## config.mk

```make
export PLATFORM = sky130hd
export DESIGN_NAME = power_window_controller_top
export DESIGN_NICKNAME = d
export VERILOG_FILES = /design/src/hw/rtl/pwc_pkg.sv /design/src/hw/rtl/pwc_step.sv /design/src/hw/rtl/power_window_controller_top.sv
export SDC_FILE = /design/constraint.sdc
export NUM_CORES = 1
export LEC_CHECK = 0
export ABC_AREA = 0
export BUFFER_PORTS_ARGS = -buffer_cell sky130_fd_sc_hd__buf_2
export CAP_MARGIN = 20
export CELL_PAD_IN_SITES_DETAIL_PLACEMENT = 1
export CELL_PAD_IN_SITES_GLOBAL_PLACEMENT = 2
export CORE_ASPECT_RATIO = 0.5
export CORE_UTILIZATION = 39
export DETAILED_ROUTE_END_ITERATION = 6
export GPL_TIMING_DRIVEN = 0
export PLACE_DENSITY = 0.92
export SYNTH_ARGS = -nofsm -noshare
export SYNTH_HDL_FRONTEND = slang
export SYNTH_SLANG_ARGS = --single-unit
```

## constraint.sdc

```tcl
create_clock -name clk -period 4.7 [get_ports clk]
set_input_delay 0.94 -clock clk [delete_from_list [all_inputs] [get_ports clk]]
set_output_delay 0.94 -clock clk [all_outputs]
set_load 0.005 [all_outputs]
```

## src/hw/rtl/pwc_pkg.sv

```systemverilog
// Shared types, codes and helpers for the power window controller.
// No dependencies; used by pwc_step and power_window_controller_top.
package pwc_pkg;

  localparam int unsigned TICK_W   = 16;
  localparam int unsigned CFG_IDX_W = 8;

  localparam logic [TICK_W-1:0] HOLD_TICKS_RST = TICK_W'(1000);
  localparam logic [TICK_W-1:0] JAM_TICKS_RST  = TICK_W'(2000);
  localparam logic [TICK_W-1:0] TICK_MAX       = {TICK_W{1'b1}};
  localparam logic [TICK_W-1:0] TICK_ONE       = TICK_W'(1);

  // Configuration register indexes
  localparam logic [CFG_IDX_W-1:0] CFG_HOLD_TICKS = CFG_IDX_W'(0);
  localparam logic [CFG_IDX_W-1:0] CFG_JAM_TICKS  = CFG_IDX_W'(1);

  typedef enum logic [1:0] {
    MOTOR_STOP  = 2'd0,
    MOTOR_OPEN  = 2'd1,
    MOTOR_CLOSE = 2'd2
  } motor_t;

  typedef enum logic [5:0] {
    PH_IDLE   = 6'b000001,
    PH_HOLD   = 6'b000010,
    PH_MANUAL = 6'b000100,
    PH_AUTO   = 6'b001000,
    PH_WAIT   = 6'b010000,
    PH_JAM    = 6'b100000
  } phase_t;

  typedef struct packed {
    logic driver_open_pressed;
    logic driver_close_pressed;
    logic passenger_open_pressed;
    logic passenger_close_pressed;
    logic open_limit_hit;
    logic closed_limit_hit;
    logic lock_engaged;
    logic jam_level;
  } pwc_in_t;

  typedef struct packed {
    phase_t            phase;
    logic              moving_closed;
    logic              from_passenger;
    logic [TICK_W-1:0] tick_count;
    logic              last_jam_level;
  } pwc_state_t;

  typedef struct packed {
    logic [1:0] motor_command;
    logic       lock_lamp;
  } pwc_res_t;

  function automatic logic [TICK_W-1:0] sat_inc(input logic [TICK_W-1:0] v);
    return (v == TICK_MAX) ? TICK_MAX : v + TICK_ONE;
  endfunction

endpackage

```

## src/hw/rtl/pwc_step.sv

```systemverilog
// Next-state and result logic for one tick of the window controller.
// Purely combinational; depends on pwc_pkg.
module pwc_step (
  input  pwc_pkg::pwc_in_t              in_bits,
  input  pwc_pkg::pwc_state_t           state_i,
  input  logic [pwc_pkg::TICK_W-1:0]    hold_ticks,
  input  logic [pwc_pkg::TICK_W-1:0]    jam_ticks,
  output pwc_pkg::pwc_state_t           state_o,
  output pwc_pkg::pwc_res_t             res
);

  logic                       jam_edge;
  logic [pwc_pkg::TICK_W-1:0] hold_lim;
  logic [pwc_pkg::TICK_W-1:0] jam_lim;
  logic                       pan_open;
  logic                       pan_close;
  logic                       mine;
  logic                       other;
  logic                       limit;

  assign jam_edge  = state_i.last_jam_level && !in_bits.jam_level;
  assign hold_lim  = (hold_ticks == '0) ? pwc_pkg::TICK_ONE : hold_ticks;
  assign jam_lim   = (jam_ticks == '0) ? pwc_pkg::TICK_ONE : jam_ticks;
  assign pan_open  = state_i.from_passenger ? in_bits.passenger_open_pressed
                                            : in_bits.driver_open_pressed;
  assign pan_close = state_i.from_passenger ? in_bits.passenger_close_pressed
                                            : in_bits.driver_close_pressed;
  assign mine      = state_i.moving_closed ? pan_close : pan_open;
  assign other     = state_i.moving_closed ? pan_open : pan_close;
  assign limit     = state_i.moving_closed ? in_bits.closed_limit_hit
                                           : in_bits.open_limit_hit;

  always_comb begin
    state_o                = state_i;
    state_o.last_jam_level = in_bits.jam_level;
    if (jam_edge) begin
      state_o.phase      = pwc_pkg::PH_JAM;
      state_o.tick_count = pwc_pkg::TICK_ONE;
    end else begin
      unique case (state_i.phase)
        pwc_pkg::PH_IDLE: begin
          // driver first, open before close; lock gates passenger only
          if (in_bits.driver_open_pressed && !in_bits.open_limit_hit) begin
            state_o.phase          = pwc_pkg::PH_HOLD;
            state_o.from_passenger = 1'b0;
            state_o.moving_closed  = 1'b0;
            state_o.tick_count     = pwc_pkg::TICK_ONE;
          end else if (in_bits.driver_close_pressed && !in_bits.closed_limit_hit) begin
            state_o.phase          = pwc_pkg::PH_HOLD;
            state_o.from_passenger = 1'b0;
            state_o.moving_closed  = 1'b1;
            state_o.tick_count     = pwc_pkg::TICK_ONE;
          end else if (!in_bits.lock_engaged && in_bits.passenger_open_pressed &&
                       !in_bits.open_limit_hit) begin
            state_o.phase          = pwc_pkg::PH_HOLD;
            state_o.from_passenger = 1'b1;
            state_o.moving_closed  = 1'b0;
            state_o.tick_count     = pwc_pkg::TICK_ONE;
          end else if (!in_bits.lock_engaged && in_bits.passenger_close_pressed &&
                       !in_bits.closed_limit_hit) begin
            state_o.phase          = pwc_pkg::PH_HOLD;
            state_o.from_passenger = 1'b1;
            state_o.moving_closed  = 1'b1;
            state_o.tick_count     = pwc_pkg::TICK_ONE;
          end
        end
        pwc_pkg::PH_HOLD: begin
          if (limit || other) begin
            state_o.phase = pwc_pkg::PH_WAIT;
          end else if (state_i.tick_count >= hold_lim) begin
            state_o.phase = mine ? pwc_pkg::PH_MANUAL : pwc_pkg::PH_AUTO;
          end else begin
            state_o.tick_count = pwc_pkg::sat_inc(state_i.tick_count);
          end
        end
        pwc_pkg::PH_MANUAL: begin
          if (limit || !mine || other) state_o.phase = pwc_pkg::PH_WAIT;
        end
        pwc_pkg::PH_AUTO: begin
          if (limit || mine || other) state_o.phase = pwc_pkg::PH_WAIT;
        end
        pwc_pkg::PH_WAIT: begin
          if (!pan_open && !pan_close) state_o.phase = pwc_pkg::PH_IDLE;
        end
        pwc_pkg::PH_JAM: begin
          if (state_i.tick_count >= jam_lim) begin
            state_o.phase = pwc_pkg::PH_IDLE;
          end else begin
            state_o.tick_count = pwc_pkg::sat_inc(state_i.tick_count);
          end
        end
        default: state_o.phase = pwc_pkg::PH_IDLE;
      endcase
    end
  end

  always_comb begin
    res.lock_lamp = in_bits.lock_engaged;
    case (state_o.phase)
      pwc_pkg::PH_HOLD, pwc_pkg::PH_MANUAL, pwc_pkg::PH_AUTO: begin
        res.motor_command = state_o.moving_closed ? pwc_pkg::MOTOR_CLOSE
                                                  : pwc_pkg::MOTOR_OPEN;
      end
      pwc_pkg::PH_JAM: res.motor_command = pwc_pkg::MOTOR_OPEN;
      default:         res.motor_command = pwc_pkg::MOTOR_STOP;
    endcase
  end

endmodule

```

## src/hw/rtl/power_window_controller_top.sv

```systemverilog
// Power window controller top: config registers, state, output register + skid.
// Depends on pwc_pkg and pwc_step.
//
// A result is registered in the output register, or in the skid when out_* is stalled.
// One beat per cycle while in_ready is high; the state loop runs through state_r.
// A two-entry output stage (output register plus skid) keeps in_ready high while
// one result waits; in_ready drops only when both entries are full.
// Reset (rst_n low, synchronous): phase idle, tick count 0, last jam level 1,
// hold_ticks 1000, jam_ticks 2000, output stage empty. No clearing pass.
module power_window_controller_top (
  input  logic                          clk,
  input  logic                          rst_n,
  // input channel
  input  logic                          in_valid,
  output logic                          in_ready,
  input  logic                          in_driver_open_pressed,
  input  logic                          in_driver_close_pressed,
  input  logic                          in_passenger_open_pressed,
  input  logic                          in_passenger_close_pressed,
  input  logic                          in_open_limit_hit,
  input  logic                          in_closed_limit_hit,
  input  logic                          in_lock_engaged,
  input  logic                          in_jam_level,
  // result channel
  output logic                          out_valid,
  input  logic                          out_ready,
  output logic [1:0]                    out_motor_command,
  output logic                          out_lock_lamp,
  // configuration write channel
  input  logic                          cfg_valid,
  output logic                          cfg_ready,
  input  logic [pwc_pkg::CFG_IDX_W-1:0] cfg_index,
  input  logic [pwc_pkg::TICK_W-1:0]    cfg_data
);

  logic [pwc_pkg::TICK_W-1:0] hold_ticks_r;
  logic [pwc_pkg::TICK_W-1:0] jam_ticks_r;
  pwc_pkg::pwc_state_t        state_r;
  pwc_pkg::pwc_state_t        state_nxt;
  pwc_pkg::pwc_in_t           in_bits;
  pwc_pkg::pwc_res_t          res_nxt;
  pwc_pkg::pwc_res_t          out_r;
  pwc_pkg::pwc_res_t          skid_r;
  logic                       out_valid_r;
  logic                       skid_valid_r;
  logic                       in_fire;
  logic                       out_fire;

  assign cfg_ready = 1'b1;
  assign in_ready  = !skid_valid_r;
  assign in_fire   = in_valid && in_ready;
  assign out_fire  = out_valid_r && out_ready;

  assign in_bits = '{
    driver_open_pressed:     in_driver_open_pressed,
    driver_close_pressed:    in_driver_close_pressed,
    passenger_open_pressed:  in_passenger_open_pressed,
    passenger_close_pressed: in_passenger_close_pressed,
    open_limit_hit:          in_open_limit_hit,
    closed_limit_hit:        in_closed_limit_hit,
    lock_engaged:            in_lock_engaged,
    jam_level:               in_jam_level
  };

  pwc_step u_step (
    .in_bits    (in_bits),
    .state_i    (state_r),
    .hold_ticks (hold_ticks_r),
    .jam_ticks  (jam_ticks_r),
    .state_o    (state_nxt),
    .res        (res_nxt)
  );

  // config registers; writes to unknown indexes are dropped
  always_ff @(posedge clk) begin
    if (!rst_n) begin
      hold_ticks_r <= pwc_pkg::HOLD_TICKS_RST;
      jam_ticks_r  <= pwc_pkg::JAM_TICKS_RST;
    end else if (cfg_valid && cfg_ready) begin
      if (cfg_index == pwc_pkg::CFG_HOLD_TICKS) hold_ticks_r <= cfg_data;
      if (cfg_index == pwc_pkg::CFG_JAM_TICKS)  jam_ticks_r  <= cfg_data;
    end
  end

  // controller state advances once per accepted beat
  always_ff @(posedge clk) begin
    if (!rst_n) begin
      state_r.phase          <= pwc_pkg::PH_IDLE;
      state_r.moving_closed  <= 1'b0;
      state_r.from_passenger <= 1'b0;
      state_r.tick_count     <= '0;
      state_r.last_jam_level <= 1'b1;
    end else if (in_fire) begin
      state_r <= state_nxt;
    end
  end

  // output stage: skid fills only when a new result arrives behind a stalled one
  always_ff @(posedge clk) begin
    if (!rst_n) begin
      out_valid_r  <= 1'b0;
      skid_valid_r <= 1'b0;
    end else begin
      if (!out_valid_r || out_ready) begin
        if (skid_valid_r) begin
          out_valid_r  <= 1'b1;
          skid_valid_r <= 1'b0;
        end else begin
          out_valid_r <= in_fire;
        end
      end else if (in_fire) begin
        skid_valid_r <= 1'b1;
      end
    end
  end

  always_ff @(posedge clk) begin
    if (!out_valid_r || out_ready) begin
      if (skid_valid_r) out_r <= skid_r;
      else if (in_fire) out_r <= res_nxt;
    end else if (in_fire) begin
      skid_r <= res_nxt;
    end
  end

  assign out_valid         = out_valid_r;
  assign out_motor_command = out_r.motor_command;
  assign out_lock_lamp     = out_r.lock_lamp;

  // skid never holds a beat while the output register is empty
  a_skid_behind_out: assert property (@(posedge clk) disable iff (!rst_n)
    skid_valid_r |-> out_valid_r)
    else $error("skid holds a result with output register empty");

  // a beat taken behind a stalled result lands in the skid
  a_stall_to_skid: assert property (@(posedge clk) disable iff (!rst_n)
    (in_fire && out_valid_r && !out_ready) |=> skid_valid_r)
    else $error("result lost behind stalled output");

  // a falling jam edge always restarts the jam timer
  a_jam_restart: assert property (@(posedge clk) disable iff (!rst_n)
    (in_fire && state_r.last_jam_level && !in_jam_level) |=>
      (state_r.phase == pwc_pkg::PH_JAM && state_r.tick_count == pwc_pkg::TICK_ONE))
    else $error("jam edge did not start jam phase");

  // timed phases always run with a nonzero tick count
  a_tick_nonzero: assert property (@(posedge clk) disable iff (!rst_n)
    (state_r.phase == pwc_pkg::PH_JAM || state_r.phase == pwc_pkg::PH_HOLD) |->
      (state_r.tick_count != '0))
    else $error("timed phase with zero tick count");

  // output valid drops once the last pending result drains and no new beat is taken
  a_out_drain: assert property (@(posedge clk) disable iff (!rst_n)
    (out_fire && !skid_valid_r && !in_fire) |=> !out_valid_r)
    else $error("output valid without a pending result");

endmodule
```

==> results.json, run 1 <==
{
  "status": "complete, no violations",
  "synth_top_cell_by_area": "dfxtp_1",
  "clk_pin_slew_ns": 0.06,
  "finalInstanceArea_um2": 4820,
  "dp_hpwl_um": 9150,
  "vdd_drop_max_mv": 0.199,
  "critPathCaptureType": "register",
  "clock_sinks": 65,
  "grt_overflow_total": 0,
  "pwr_density_cell_nw_per_um2": 296,
  "clkPwrFrac_pct": 49.2,
  "critical_path_class": "reg2reg",
  "finalMaxSlewViolations": 0,
  "p_total_uw": 1430,
  "antenna_found_initial": 0,
  "yosysTopAreaCellShare_pct": 28.5,
  "worst_hold_path.endpoint": "state_r[0]",
  "ys_ff_latch": 65,
  "route.detailed.drc": 0,
  "final_core_util_pct": 46.9,
  "post_cts_buffers": 0,
  "fillers": 1282,
  "yosysSeqAreaShare_pct": 32.9,
  "io_buffers": 40,
  "cp_data_required_time_ns": 4.93,
  "synth_nets": 567,
  "hold_class": "reg2reg",
  "finalSetupViolCount": 0,
  "yosysUniqueCellTypes": 70,
  "post-route-period-util_pct": 69.6,
  "rows": 26,
  "die_y_um": 74.9,
  "wl_met2_um": 5430,
  "finalNetCount": 618,
  "cts_buffer_depth": 2,
  "drive_gt1_share_pct": 16.5,
  "die_area_um2": 11100,
  "ant_nets": 0,
  "cts_tree": "done",
  "ys_top_cells_by_count": "59 x dfxtp_1, 49 x nor2_1, 45 x nand2_1",
  "skew_ns": 0.00705,
  "synthCells": 497,
  "cts.repair.resized": 0,
  "hold_path_depth": 2,
  "r2r_start": "hold_ticks_r[7]",
  "fin_tns_setup_ns": 0,
  "crit_arrival_ns": 3.50,
  "async_reset_ff_share_pct": 0,
  "dr_wl_met3_um": 421,
  "yosysWarningCount": 0,
  "min_period_ns": 3.27,
  "combPwrFrac_pct": 10.6,
  "insertion_delay_ns": 0.34,
  "cts_inserted_buffers": 9,
  "ioPinCount": 43,
  "hold_buffers": 0,
  "wl_met1_um": 5980,
  "htreeDepth": 3,
  "timing.rr.end": "state_r[13]",
  "grt_max_degree": 13,
  "wl_um": 12000,
  "hold_viol": 0,
  "area_growth_pct": 16.4,
  "grt_pass1_wl_um": 19400,
  "start_util_pct": 40.3,
  "p_seq_share_pct": 40.2,
  "synth_edf_count": 6,
  "first_pass_iters": 4,
  "place_area_um2": 4520,
  "leakage_uw": 0.00214,
  "cts_root_buffer": "clkbuf_16",
  "fmax_mhz": 306,
  "intPower_uw": 1050,
  "crit_path_max_fanout": 7,
  "synth_area_um2": 4140,
  "synth_ff_type": "dfxtp_1",
  "die_x_um": 148,
  "rrSetupSlack_ns": 1.43,
  "drt_iter0_drc": 93,
  "synth_area_per_cell_um2": 8.34,
  "fp.coreArea_um2": 10300,
  "routabilityCongestion": 0.804,
  "relSlewSlack_pct": 42.4,
  "p_switching_uw": 377,
  "vias": 3855,
  "rsz0062_at_grt": "no",
  "reg2regPathDepth": 11,
  "routed.top_layer": "met4",
  "critPathLaunchType": "register",
  "worstMarginPinSlew_ns": 0.864,
  "switching_share_pct": 26.4,
  "first_global_vias": 3848,
  "synth.area.top_cells": "dfxtp_1 29%, ha_1 10%, mux2i_1 7.0%",
  "n_antenna_cell": 0,
  "hp-start": "state_r[0]",
  "cap_violations": 0,
  "synth_most_common_cell": "dfxtp_1",
  "grt_usage_pct": 22.7,
  "avgViaCountPerCell": 5.56,
  "wire_per_inst_um": 17.4
}
-- through the flow --
stage | hold slack (ns) | instances | worst slack, ns
after floorplan | 0.442 | 497 | 2.03
after global placement | 0.452 | 677 | 1.51
after detailed placement | 0.468 | 677 | 1.49
after CTS | 0.478 | 693 | 1.42
after global routing | 0.533 | 693 | 1.27
final | 0.470 | 693 | 1.43
-- cells by family (layout without fill, tap and decap cells) --
| kind of cell | count (synthesis) | in the layout | synth area share [%] |
|---|---|---|---|
| flip-flops | 65 | 65 | 32.9 |
| AO/OA/AOI/OAI | 114 | 114 | 19.5 |
| other | 1 | 1 | 0.0905 |
| multiplexers | 34 | 34 | 8.43 |
| AND/OR/NAND/NOR | 185 | 185 | 22.2 |
| adder cells (fa/ha/maj) | 33 | 33 | 9.97 |
| XOR/XNOR | 2 | 2 | 0.423 |
| buffers and inverters | 63 | 119 | 6.61 |
-- critical path, cell delays in order (launching register included) --
cell	delay, ns
dfxtp_1	0.31
nor4_1	0.38
a41o_1	0.24
ha_1	0.24
nand2b_1	0.17
a2111o_1	0.43
a31oi_2	0.29
a31oi_1	0.23
nor2_2	0.21
a21oi_4	0.12
nand3b_1	0.20
a221oi_1	0.35
-- worst max-delay path by stage --
| stage | startpoint | to | slack (ns) |
|---|---|---|---|
| after floorplan | hold_ticks_r[15] | state_r[16] | 2.03 |
| after global placement | hold_ticks_r[7] | state_r[13] | 1.51 |
| after detailed placement | hold_ticks_r[7] | state_r[13] | 1.49 |
| after CTS | hold_ticks_r[7] | state_r[13] | 1.42 |
| after global routing | hold_ticks_r[7] | state_r[13] | 1.27 |
| final | hold_ticks_r[7] | state_r[13] | 1.43 |
-- layout by cell type (no fill, tap or decap), drive strengths merged, types with 10 or more instances in the layout --
cell,n
nand3,16
a21oi,34
nor2b,10
a31oi,10
nor2,50
nand4,10
nand2,48
clkbuf,23
mux2i,30
dfxtp,59
ha,33
nor4,10
nor3,13
o21ai,21
buf,50
inv,40
-- sequential cells by signal, summed over array words and instances (netlist names) --
signal	cells
jam_ticks_r	16
out_motor_command	2
skid_r	3
skid_valid_r	1
state_r	25
hold_ticks_r	16
out_lock_lamp	1
out_valid	1
-- power by group through the flow --
stage,Sequential [uW],Clock (uW),Combinational (uW)
2_1_floorplan,585,0,97.8
3_3_place_gp,586,0,148
3_5_place_dp,587,0,151
4_1_cts,574,714,152
5_1_grt,575,734,167
6_report,574,704,152
-- final cells by class --
| type | count | area, um^2 | share of cell area, % |
|---|---|---|---|
| multi-input cells | 369 | 2510 | 52.0 |
| flip-flops and latches | 65 | 1360 | 28.2 |
| clock buffers | 10 | 239 | 4.95 |
| repair buffers | 40 | 200 | 4.15 |
| well taps | 140 | 175 | 3.63 |
| inverters | 40 | 150 | 3.11 |
| plain buffers | 23 | 124 | 2.57 |
| clock inverters | 6 | 66.3 | 1.37 |
-- layer usage --
metal  GRT usage (%)  vias up
met5               0        -
met4            7.90        0
met3            3.94       18
met2            39.1       66
met1            29.5     1875
li1                -     1896
Note: power is estimated with default switching activity, not from simulation.
==> run 2: changes to the inputs <==
--- a/config.mk
+++ b/config.mk
@@ -5,16 +5,16 @@
 export SDC_FILE = /design/constraint.sdc
 export NUM_CORES = 1
 export LEC_CHECK = 0
-export ABC_AREA = 0
+export ABC_AREA = 1
 export BUFFER_PORTS_ARGS = -buffer_cell sky130_fd_sc_hd__buf_2
 export CAP_MARGIN = 20
 export CELL_PAD_IN_SITES_DETAIL_PLACEMENT = 1
 export CELL_PAD_IN_SITES_GLOBAL_PLACEMENT = 2
 export CORE_ASPECT_RATIO = 0.5
-export CORE_UTILIZATION = 39
+export CORE_UTILIZATION = 34
 export DETAILED_ROUTE_END_ITERATION = 6
 export GPL_TIMING_DRIVEN = 0
-export PLACE_DENSITY = 0.92
+export PLACE_DENSITY = 0.87
 export SYNTH_ARGS = -nofsm -noshare
 export SYNTH_HDL_FRONTEND = slang
 export SYNTH_SLANG_ARGS = --single-unit
==> constraint.sdc (replaced) <==
create_clock -name clk -period 3.1 [get_ports clk]
set_input_delay 0.62 -clock clk [delete_from_list [all_inputs] [get_ports clk]]
set_output_delay 0.62 -clock clk [all_outputs]
set_load 0.005 [all_outputs]
==> results.json, run 2 <==
{
  "worst_hold_path.endpoint": "skid_r[0]",
  "grt_usage_pct": 20.7,
  "pwr_density_cell_nw_per_um2": 486,
  "drive_gt1_share_pct": 16.2,
  "synth_edf_count": 6,
  "rsz0062_at_grt": "no",
  "ys_top_cells_by_count": "100 x nand2_1, 85 x inv_1, 61 x a21oi_1",
  "die_y_um": 79.6,
  "ys_ff_latch": 65,
  "synth_area_um2": 4100,
  "critical_path_class": "reg2reg",
  "insertion_delay_ns": 0.34,
  "hold_viol": 0,
  "antenna_found_initial": 0,
  "top_regs": "state_r: 25 flops, hold_ticks_r: 16 flops, jam_ticks_r: 16 flops",
  "clock_sinks": 65,
  "route.detailed.drc": 0,
  "first_pass_iters": 4,
  "routabilityCongestion": 0.829,
  "synth_nets": 650,
  "relSlewSlack_pct": 55.6,
  "n_antenna_cell": 0,
  "r2r_start": "jam_ticks_r[3]",
  "crit_arrival_ns": 2.98,
  "layout_common_cells": "100 x nand2_1, 85 x inv_1, 61 x a21oi_1, 59 x dfxtp_1, 44 x buf_2",
  "wire_per_inst_um": 15.2,
  "rrSetupSlack_ns": 0.32,
  "timing.rr.end": "state_r[14]",
  "finalMaxSlewViolations": 0,
  "holdWs_ns": 0.482,
  "vias": 3917,
  "p_total_uw": 2340,
  "yosysTopAreaCellShare_pct": 28.8,
  "leakage_uw": 0.00227,
  "area_growth_pct": 17.5,
  "min_period_ns": 2.78,
  "synth_most_common_cell": "nand2_1",
  "grt_pass1_wl_um": 19700,
  "ant_nets": 0,
  "yosysUniqueCellTypes": 42,
  "status": "complete, no violations",
  "vdd_drop_max_mv": 0.214,
  "die_x_um": 157,
  "critPathLaunchType": "register",
  "async_reset_ff_share_pct": 0,
  "finalNetCount": 701,
  "drt_iter0_drc": 176,
  "crit_path_max_fanout": 10,
  "synth_ff_type": "dfxtp_1",
  "hp-start": "in_lock_engaged",
  "cts_inserted_buffers": 9,
  "yosysSeqAreaShare_pct": 33.2,
  "fin_tns_setup_ns": 0,
  "cts_root_buffer": "clkbuf_16",
  "start_util_pct": 36.1,
  "synth_top_cell_by_area": "dfxtp_1",
  "htreeDepth": 3,
  "worstMarginPinSlew_ns": 0.665,
  "post-route-period-util_pct": 89.6,
  "hold_class": "in2reg",
  "synth.area.top_cells": "dfxtp_1 29%, ha_1 10%, nand2_1 9.2%",
  "io_buffers": 40,
  "clk_pin_slew_ns": 0.06,
  "critPathCaptureType": "register",
  "finalSetupViolCount": 0,
  "fmax_mhz": 360,
  "reg2regPathDepth": 19,
  "mostFrequentLayoutCell": "nand2_1",
  "dp_hpwl_um": 9490,
  "synthCells": 580,
  "synth_area_per_cell_um2": 7.06,
  "cts_buffer_depth": 2,
  "cp_data_required_time_ns": 3.30,
  "grt_overflow_total": 0,
  "wl_um": 12100,
  "cts_tree": "done",
  "avgViaCountPerCell": 4.93,
  "rows": 27,
  "fp.coreArea_um2": 11400,
  "largest_reg_flops": 25,
  "top_register": "state_r",
  "skew_ns": 0.00718,
  "first_global_vias": 3967,
  "die_area_um2": 12500,
  "hold_path_depth": 1,
  "yosysWarningCount": 0,
  "grt_max_degree": 13,
  "cap_violations": 0,
  "ioPinCount": 43
}
## run 2: changes by cell type after synthesis, moves of 10 or more
cell,change
nand2_1,+55
mux2i_1,-29
o21ai_1,+23
inv_1,+46
inv_2,+13
a21oi_1,+28
nor2_1,-11
nor2b_1,-10
## run 2: how the worst max path moves through the flow
stage | startpoint | to | slack, ns | depth (start not counted)
2_1_floorplan | jam_ticks_r[3] | state_r[14] | 0.88 | 19
3_3_place_gp | hold_ticks_r[11] | state_r[14] | 0.20 | 16
3_5_place_dp | hold_ticks_r[11] | state_r[14] | 0.16 | 16
4_1_cts | hold_ticks_r[11] | state_r[14] | 0.15 | 16
5_1_grt | jam_ticks_r[3] | state_r[15] | 0.05 | 19
6_report | jam_ticks_r[3] | state_r[14] | 0.32 | 19
## run 2: timing repair
item	in CTS	in global routing
endpoints found under the setup margin	0	6
gates resized for setup	0	2
buffers inserted	0	0
hold buffers	0	0
## run 2: critical path: stages (launching register included)
cell	delay (ns)
dfxtp_1	0.31
nor4_1	0.32
nand3_1	0.11
nor4_1	0.22
a41o_1	0.22
ha_1	0.14
inv_1	0.04
a21oi_1	0.12
nor2_1	0.05
o21ai_1	0.11
nand2_1	0.07
nand2_1	0.07
nand3_1	0.16
nand3_1	0.13
nand3_2	0.12
inv_2	0.11
buf_6	0.16
nand2_1	0.06
o21ai_1	0.07
nor2_1	0.05
## run 2: cell type report
cell class | count | area [um^2]
Buffer | 17 | 95.1
Clock buffer | 10 | 239
Clock inverter | 6 | 66.3
Fill cell | 1485 | 6540
Inverter | 101 | 379
Multi-Input combinational cell | 397 | 2270
Sequential cell | 65 | 1360
Tap cell | 159 | 199
Timing Repair Buffer | 40 | 200
## run 2: kinds of logic after synthesis
kind of cell	share of synthesized area, %
simple gates	23.9
compound gates	19.4
buf+inv	11.6
flops	33.2
fa+ha+maj	10.1
xor+xnor	1.71
other cells	0.0915
## run 2: power by group
| part | internal [uW] | total [uW] | leakage (uW) | switching, uW |
|---|---|---|---|---|
| Combinational | 128 | 356 | 0.00159 | 228 |
| Sequential | 882 | 926 | 0.000536 | 43.5 |
| Clock | 646 | 1060 | 0.000141 | 410 |
| Total | 1660 | 2340 | 0.00227 | 682 |
## run 2: layer usage
metal,wire [um],track usage (%),vias to the layer above
met2,5260,33.7,55
met1,6250,27.9,1830
li1,-,-,2019
met3,428,4.02,13
met5,0,0,-
met4,136,5.73,0
## run 2: through the flow
stage	area, um^2	std cells	worst slack [ns]	util (%)
final	4810	795	0.323	42.4
after global routing	4810	795	0.0468	42.4
after CTS	4800	795	0.153	42.3
after detailed placement	4500	779	0.164	39.6
after global placement	4500	779	0.203	39.6
after floorplan	4100	580	0.878	-
